`src/hdl/tlbat_pkg.sv`:
```
// Package for the address translation buffer: entry layouts, action and
// fault codes, and the size of the entry store.
// It depends on nothing; tlb_address_translate imports it.
package tlbat_pkg;

    // Number of entries in the fully associative store.
    localparam int ENTRIES = 16;

    // Widths fixed by the item fields.
    localparam int VPN2_W  = 19;
    localparam int ASID_W  = 8;
    localparam int FRAME_W = 20;
    localparam int INDEX_W = 4;
    localparam int IN_W    = 96;
    localparam int OUT_W   = 32;

    // Action codes carried in s_tuser.
    localparam logic [1:0] ACT_LOAD   = 2'd0;
    localparam logic [1:0] ACT_STORE  = 2'd1;
    localparam logic [1:0] ACT_WRITE  = 2'd2;
    localparam logic [1:0] ACT_UNUSED = 2'd3;

    // Fault codes carried in m_tuser.
    localparam logic [2:0] FAULT_NONE       = 3'd0;
    localparam logic [2:0] FAULT_LOAD_MISS  = 3'd1;
    localparam logic [2:0] FAULT_STORE_MISS = 3'd2;
    localparam logic [2:0] FAULT_LOAD_INV   = 3'd3;
    localparam logic [2:0] FAULT_STORE_INV  = 3'd4;
    localparam logic [2:0] FAULT_MOD        = 3'd5;

    // Tag half of an entry.
    typedef struct packed {
        logic [VPN2_W-1:0] vpn2;
        logic [ASID_W-1:0] asid;
        logic              global_flag;
    } tag_t;

    // One page of an entry.
    typedef struct packed {
        logic [FRAME_W-1:0] frame;
        logic               valid;
        logic               dirty;
    } page_t;

endpackage

```
`src/hdl/tlb_address_translate.sv`:
```
// Address translation buffer: fully associative store of paired 4 KiB pages
// with an input register, one lookup pass and a result register.
// Depends on tlbat_pkg for entry types, codes and the store size.
//
// Channel   Direction  Handshake          Contents
// s_        in         s_tvalid/s_tready  action in tuser, entry and address in tdata
// m_        out        m_tvalid/m_tready  phys_addr in tdata, fault in tuser
// cfg_      in         cfg_we             current address space id
//
// An item is taken every cycle while s_tready is high. A lookup result passes the input
// register, the single compare-and-select pass over all entries and then the result
// register; a stall on the result side can hold it in the input register.
// Entry writes and unused actions pass the input register and give no result.
// Reset clears the whole entry store and the current address space id at once.
// A stalled result holds the result register and, once the input register is
// also full, s_tready falls.
module tlb_address_translate
    import tlbat_pkg::*;
(
    input  logic             aclk,
    input  logic             aresetn,
    input  logic             s_tvalid,
    output logic             s_tready,
    // From bit 0: entry_index(4), address(32), entry_asid(8), entry_global(1),
    // even_frame(20), even_valid(1), even_dirty(1), odd_frame(20),
    // odd_valid(1), odd_dirty(1), zero fill(7).
    input  logic [IN_W-1:0]  s_tdata,
    // From bit 0: action(2).
    input  logic [1:0]       s_tuser,
    output logic             m_tvalid,
    input  logic             m_tready,
    // From bit 0: phys_addr(32).
    output logic [OUT_W-1:0] m_tdata,
    // From bit 0: fault(3).
    output logic [2:0]       m_tuser,
    input  logic             cfg_we,
    input  logic [ASID_W-1:0] cfg_wdata
);

    // Configuration register.
    logic [ASID_W-1:0] asid_reg;

    // Entry store.
    tag_t  tag_reg  [ENTRIES];
    page_t even_reg [ENTRIES];
    page_t odd_reg  [ENTRIES];

    // Input register.
    logic              s1_valid_reg;
    logic [1:0]        s1_action_reg;
    logic [IN_W-1:0]   s1_data_reg;

    // Result register.
    logic              m_valid_reg;
    logic [OUT_W-1:0]  m_addr_reg;
    logic [2:0]        m_fault_reg;

    // Fields of the held item.
    logic [INDEX_W-1:0] s1_index;
    logic [31:0]        s1_address;
    tag_t               s1_tag;
    page_t              s1_even;
    page_t              s1_odd;

    logic s1_lookup;
    logic s1_adv;
    logic out_load;
    logic store_write;

    // Lookup pass.
    logic [ENTRIES-1:0] match_vec;
    logic               hit;
    page_t              sel_page;
    logic [2:0]         fault_next;
    logic [OUT_W-1:0]   addr_next;

    assign s1_index   = s1_data_reg[3:0];
    assign s1_address = s1_data_reg[35:4];
    assign s1_tag     = {s1_data_reg[35:17], s1_data_reg[43:36], s1_data_reg[44]};
    assign s1_even    = {s1_data_reg[64:45], s1_data_reg[65], s1_data_reg[66]};
    assign s1_odd     = {s1_data_reg[86:67], s1_data_reg[87], s1_data_reg[88]};

    // Flow control: a lookup moves on only when the result register is empty or being taken.
    assign s1_lookup   = (s1_action_reg == ACT_LOAD) || (s1_action_reg == ACT_STORE);
    assign s1_adv      = s1_valid_reg && (!s1_lookup || !m_valid_reg || m_tready);
    assign out_load    = s1_adv && s1_lookup;
    assign store_write = s1_adv && (s1_action_reg == ACT_WRITE)
                         && (int'(s1_index) < ENTRIES);
    assign s_tready    = !s1_valid_reg || s1_adv;

    // Compare every entry; the lowest-indexed match selects the page.
    always_comb begin
        hit      = 1'b0;
        sel_page = '0;
        for (int i = 0; i < ENTRIES; i++) begin
            match_vec[i] = (tag_reg[i].vpn2 == s1_address[31:13])
                           && (tag_reg[i].global_flag || (tag_reg[i].asid == asid_reg));
        end
        for (int i = ENTRIES - 1; i >= 0; i--) begin
            if (match_vec[i]) begin
                hit      = 1'b1;
                sel_page = s1_address[12] ? odd_reg[i] : even_reg[i];
            end
        end
    end

    // Fault classification and physical address.
    always_comb begin
        addr_next = '0;
        priority if (!hit) begin
            fault_next = (s1_action_reg == ACT_STORE) ? FAULT_STORE_MISS : FAULT_LOAD_MISS;
        end else if (!sel_page.valid) begin
            fault_next = (s1_action_reg == ACT_STORE) ? FAULT_STORE_INV : FAULT_LOAD_INV;
        end else if (!sel_page.dirty && (s1_action_reg == ACT_STORE)) begin
            fault_next = FAULT_MOD;
        end else begin
            fault_next = FAULT_NONE;
            addr_next  = {sel_page.frame, s1_address[11:0]};
        end
    end

    // Configuration register.
    always_ff @(posedge aclk) begin
        if (!aresetn) begin
            asid_reg <= '0;
        end else if (cfg_we) begin
            asid_reg <= cfg_wdata;
        end
    end

    // Entry store: cleared by reset, one slot written per write item.
    always_ff @(posedge aclk) begin
        if (!aresetn) begin
            for (int i = 0; i < ENTRIES; i++) begin
                tag_reg[i]  <= '0;
                even_reg[i] <= '0;
                odd_reg[i]  <= '0;
            end
        end else if (store_write) begin
            for (int i = 0; i < ENTRIES; i++) begin
                if (int'(s1_index) == i) begin
                    tag_reg[i]  <= s1_tag;
                    even_reg[i] <= s1_even;
                    odd_reg[i]  <= s1_odd;
                end
            end
        end
    end

    // Input register control.
    always_ff @(posedge aclk) begin
        if (!aresetn) begin
            s1_valid_reg <= 1'b0;
        end else if (s_tready) begin
            s1_valid_reg <= s_tvalid;
        end
    end

    // Input register payload.
    always_ff @(posedge aclk) begin
        if (s_tready && s_tvalid) begin
            s1_action_reg <= s_tuser;
            s1_data_reg   <= s_tdata;
        end
    end

    // Result register control.
    always_ff @(posedge aclk) begin
        if (!aresetn) begin
            m_valid_reg <= 1'b0;
        end else if (out_load) begin
            m_valid_reg <= 1'b1;
        end else if (m_tready) begin
            m_valid_reg <= 1'b0;
        end
    end

    // Result register payload.
    always_ff @(posedge aclk) begin
        if (out_load) begin
            m_addr_reg  <= addr_next;
            m_fault_reg <= fault_next;
        end
    end

    assign m_tvalid = m_valid_reg;
    assign m_tdata  = m_addr_reg;
    assign m_tuser  = m_fault_reg;

    // A result never carries a code beyond the modification fault.
    a_fault_range: assert property (@(posedge aclk) disable iff (!aresetn)
        m_valid_reg |-> (m_fault_reg <= FAULT_MOD))
        else $error("fault code out of range");

    // An item that gives no result never raises the result valid.
    a_no_result: assert property (@(posedge aclk) disable iff (!aresetn)
        (s1_adv && !s1_lookup) |=> !$rose(m_valid_reg))
        else $error("result raised by a write or unused action");

    // A store lookup yields only store-class faults or success.
    a_store_class: assert property (@(posedge aclk) disable iff (!aresetn)
        (out_load && (s1_action_reg == ACT_STORE)) |=>
        ((m_fault_reg == FAULT_NONE) || (m_fault_reg == FAULT_STORE_MISS)
         || (m_fault_reg == FAULT_STORE_INV) || (m_fault_reg == FAULT_MOD)))
        else $error("store lookup with load-class fault");

    // A held item that cannot move keeps its action.
    a_hold: assert property (@(posedge aclk) disable iff (!aresetn)
        (s1_valid_reg && !s1_adv) |=> (s1_valid_reg && $stable(s1_action_reg)))
        else $error("stalled item lost");

endmodule

```
`config.mk`:
```
export PLATFORM = sky130hd
export DESIGN_NAME = tlb_address_translate
export DESIGN_NICKNAME = d
export VERILOG_FILES = /design/src/hdl/tlbat_pkg.sv /design/src/hdl/tlb_address_translate.sv
export SDC_FILE = /design/constraint.sdc
export NUM_CORES = 2
export LEC_CHECK = 0
export ABC_AREA = 1
export BUFFER_PORTS_ARGS = -buffer_cell sky130_fd_sc_hd__buf_4
export CAP_MARGIN = 10
export CORE_MARGIN = 2
export CORE_UTILIZATION = 57
export DETAILED_ROUTE_END_ITERATION = 7
export PLACE_DENSITY = 0.78
export REMOVE_ABC_BUFFERS = 1
export SYNTH_ARGS = -nofsm -noshare
export SYNTH_HDL_FRONTEND = slang
export SYNTH_SLANG_ARGS = --single-unit
```
`constraint.sdc`:
```
create_clock -name aclk -period 12.48 [get_ports aclk]
set_clock_uncertainty 0.05 [all_clocks]
set_input_delay 2.496 -clock aclk [delete_from_list [all_inputs] [get_ports aclk]]
set_output_delay 2.496 -clock aclk [all_outputs]
set_load 0.005 [all_outputs]
```
==> Word-level counts from Yosys, hierarchy flattened <==
Memories as Yosys holds them, arrays and structs flattened.
Index checks and enable logic that the tools add are counted.
W data, S select, Z words.
{ "word_totals": {"register_bits": 136, "latch_bits": 0, "ram_bits": 1152, "mem_bits_ro": 0, "output_inout_bits": 37, "mem_count": 3} }
{ "mem_list": {"columns": ["memory", "depth", "word_bits", "read_ports", "rd_ports_with_merged_regs", "wr", "line", "source"], "rows": [
  ["tag_reg", 16, 28, 16, 0, 16, "tlb_address_translate.sv:44", "tag_t tag_reg [ENTRIES];"],
  ["even_reg", 16, 22, 16, 0, 16, "tlb_address_translate.sv:45", "page_t even_reg [ENTRIES];"],
  ["odd_reg", 16, 22, 16, 0, 16, "tlb_address_translate.sv:46", "page_t odd_reg [ENTRIES];"]
]} }
{ "op_classes": {"addsub": 0, "multipliers": 0, "n_div": 0, "order_cmp": 0, "eq_ne": 49, "n_shift": 0, "n_mux": 168, "bitwise": 50, "reduce_logical": 49} }
{ "ops": {"columns": ["cell", "n"], "rows": [
  ["$mux W22", 64],
  ["$mux W28", 16],
  ["$eq A19 B19 Y1", 16],
  ["$eq A8 B8 Y1", 16],
  ["$mux W1", 83],
  ["$or A1 B1 Y1", 48],
  ["$eq A4 B4 Y1 const B", 8],
  ["$logic_and A1 B1 Y1", 21],
  ["$logic_or A1 B1 Y1", 20],
  ["$eq A4 B3 Y1 const B", 4],
  ["$mux W3", 4],
  ["$eq A4 B2 Y1 const B", 2],
  ["$eq A4 B1 Y1 const B", 1],
  ["$logic_not A1 Y1", 4],
  ["$logic_not A4 Y1", 1],
  ["$reduce_or A3 Y1", 1],
  ["$eq A2 B1 Y1 const B", 1],
  ["$eq A2 B2 Y1 const B", 1],
  ["$logic_not A2 Y1", 1],
  ["$mux W2", 1],
  ["$not A1 Y1", 2],
  ["$reduce_bool A2 Y1", 1]
]} }

==> Longest topological paths before layout <==
{ "depth": {"word_depth": 24, "mapped_depth": 31, "mapped_depth_nobuf": 28} }

==> Least setup slack after synthesis <==
Ideal clock, no wire load.
{ "synth_path": {"path_type": "input port to flip-flop", "startpoint": "input m_tready", "endpoint": "register s1_action_reg[0], enable pin", "setup_ns": 0.543, "arrival_ns": 6.468, "t_required_ns": 11.887, "path_slack_ns": 5.419, "cell_stages": 4, "cell_sequence": "nor2_1 -> inv_1 -> nor2_1 -> nor2_1"} }
{ "synth_via": {"elab_chain_len": 4} }
{ "synth_rtl": {"columns": ["item", "line", "source"], "rows": [
  ["from (decl)", "tlb_address_translate.sv:31", "input logic m_tready,"],
  ["$logic_or A1 B1 Y1", "tlb_address_translate.sv:85", "assign s1_adv = s1_valid_reg && (!s1_lookup || !m_valid_reg || m_tready);"],
  ["$logic_and A1 B1 Y1", "tlb_address_translate.sv:85", null],
  ["$logic_or A1 B1 Y1", "tlb_address_translate.sv:89", "assign s_tready = !s1_valid_reg || s1_adv;"],
  ["$logic_and A1 B1 Y1", "tlb_address_translate.sv:161", "if (s_tready && s_tvalid) begin"],
  ["to (signal assigned)", "tlb_address_translate.sv:162", "s1_action_reg <= s_tuser;"],
  ["to (decl)", "tlb_address_translate.sv:50", "logic [1:0] s1_action_reg;"]
]} }
No other way between the ends.
A chain may end at the register's enable or synchronous reset.

==> Final worst setup path <==
{ "layout_path": {"startpoint": "input m_tready", "endpoint": "output s_tready"} }
{ "layout_via": {"elab_chain_len": 3} }
{ "layout_rtl": {"columns": ["item", "line", "source"], "rows": [
  ["$logic_or A1 B1 Y1", "tlb_address_translate.sv:85", null],
  ["$logic_and A1 B1 Y1", "tlb_address_translate.sv:85", null],
  ["$logic_or A1 B1 Y1", "tlb_address_translate.sv:89", null],
  ["to (decl)", "tlb_address_translate.sv:23", "output logic s_tready,"]
]} }
No other way between the ends.

==> out/summary.txt <==
Status: finished, final reports clean
Post-synth top flop: edfxtp_1
Post-synthesis register bit count: 1288
WP data arrival: 3360 ps
Drt total wl: 141000 µm
Post-DP HPWL: 77000 µm
Synth warn: 0
RSZ-0062 raised after global routing: no
Via count of the first global-routing pass: 37.4k
Htree depth: 4
Fin crit share: 47.3%
CTS Root Cell: clkbuf_16
DRT iter0 DRCs: 4687
Chip width: 321 µm
Max clock buf depth: 3
Post-synthesis cell type count: 46
P per Cell Area: 148 mW/mm²
DR DRC count: 0
Core ar.: 0.0997 mm²
CTS buffer count: 131
DR vias/cell: 5.71
Worst Setup Path Type: input pin to output port
Global-route wire length before repair: 213000 µm
Average size of a mapped cell: 11.0 µm²
Most common cell in the netlist: edfxtp_1
CP Data Required Time: 9930 ps
GP Congestion: 0.820
Tmin final: 5910 ps
Cells after synthesis: 5179
Maximum vdd ir drop: 0.138 mV
WL/cell: 21.4 µm
Vias: 37.6k
Non-Filler Instances: 6586
Cts hold-fix bufs: 0
Top cell type's share of synthesized area: 67.1%
Total track usage: 27.5%
Final Hold Viols: 0
Diode count: 0
Num ports: 148
Synthesized cell area: 0.0572 mm²
Post-synth EDFFs: 1278
Drt pass-1 iters: 6
Worst-skew pair later-pin latency: 750 ps
Async SR Flop Fraction: 0%
Post-DRT Antenna Nets: 0
TritonCTS clock tree: yes
Register area share after synthesis: 67.4%
Initial core utilization: 57.4%
DIE AREA: 0.103 mm²
DIE HEIGHT: 321 µm
Synth area leader: edfxtp_1
Top cells by count, synth: edfxtp_1 (1278), nand2_1 (1247), nor2_1 (807)
Largest net degree at the start of global routing: 79
Layout overhead on the synthesized area: 10.4%
Resized Gates After CTS: 0
Crit path capture type: output port
Layout Nets: 5300
Initial antenna violation count: 3
Fmax: 169 MHz
Hold Path Class: flop to flop
CTS clk-pin slew, worst paths: 60 ps
Max Slew Vio Count: 0
Placed instance count: 6354
Count of input and output buffers: 140
Startpoint Class: input pin
Share of layout cells above drive strength 1: 10.0%
CTS Sinks: 1288
Post CTS Setup Buffer Count: 0
LEAKAGE: 0.0248 µW
Final setup viols: 0
Slew headroom: 14.3%
Crit-path max FO: 2
Final cell utilization of the core: 63.3%
Leading post-synthesis cells by cell area: edfxtp_1 (67%), nand2_1 (8.2%), nor2_1 (5.3%), xnor2_1 (3.6%), inv_1 (2.5%)
Max-cap violations: 0
Worst-Margin Slew: 1290 ps
Max reg flops: 448
FP Rows: 116
GR Overflow Total: 0
FILL cells: 7021
[placed cells by master, fill, tap and decap left out, types with 32 or more instances in the layout]
cell / n
edfxtp_1: 1278
nand2_1: 1232
nor2_1: 805
inv_1: 375
xnor2_1: 238
buf_4: 216
o21ai_0: 211
nand3_1: 149
clkbuf_16: 137
mux2i_1: 120
xor2_1: 99
or2_2: 44
nand4_1: 44
a21oi_1: 37
nor2_2: 33
clkinv_1: 32
[metal layers]
layer / global-route usage [%] / vias to the layer above / wire, µm
met5: 0 / - / 22
met4: 11.9 / 4 / 5800
met2: 44.8 / 2052 / 66700
li1: - / 17100 / -
met1: 36.4 / 18200 / 53200
met3: 4.98 / 359 / 15000
[cells by family after synthesis]
group / count (synthesis) / synth area share (%)
AND/OR/NAND/NOR: 2398 / 16.9
AO/OA/AOI/OAI: 303 / 2.87
flip-flops: 1288 / 67.4
buffers and inverters: 733 / 5.49
multiplexers: 120 / 2.10
XOR/XNOR: 337 / 5.16
[area by class of cell]
| cell class | instances | area (µm²) | share of cell area, % |
|---|---|---|---|
| Multi-Input combinational cell | 3158 | 15700 | 24.9 |
| Tap cell | 1298 | 1620 | 2.57 |
| Timing Repair Buffer | 216 | 1620 | 2.57 |
| Clock buffer | 164 | 3530 | 5.59 |
| Clock inverter | 68 | 568 | 0.900 |
| Inverter | 394 | 1490 | 2.36 |
| Sequential cell | 1288 | 38600 | 61.1 |
[final timing paths]
kind                         from     endpoint  slack (ps)  cells after the start
setup / recovery         m_tready     s_tready        6570                      6
hold / removal    s1_data_reg[15]  m_tdata[11]         490                      2
hold reg to reg   s1_data_reg[15]  m_tdata[11]         490                      2
setup reg to reg  s1_data_reg[20]  m_tdata[18]        7290                     25
[metrics by stage]
stage               hold slack [ps]  setup WS, ps  power [µW]  TNS, ps  cell area (µm²)
global placement                473          6590        5640        0            59000
CTS                             488          6560        9380        0            63100
finish                          486          6570        9360        0            63100
global route                    516          6470        9600        0            63100
detailed placement              489          6570        5660        0            59000
floorplan                       469         -5750        5480  -199250            55500
[power breakdown]
part	internal (µW)	switching, µW
combinational	165	388
clock	2150	1620
sequential	4960	71.4
total	7280	2080
[worst max-delay path, cell delays in order]
cell    delay, ps
buf_4         110
nor2_1        200
inv_1          90
nor2_1        240
inv_1          90
buf_4         140
No activity file was read; power rests on OpenSTA's default activity.
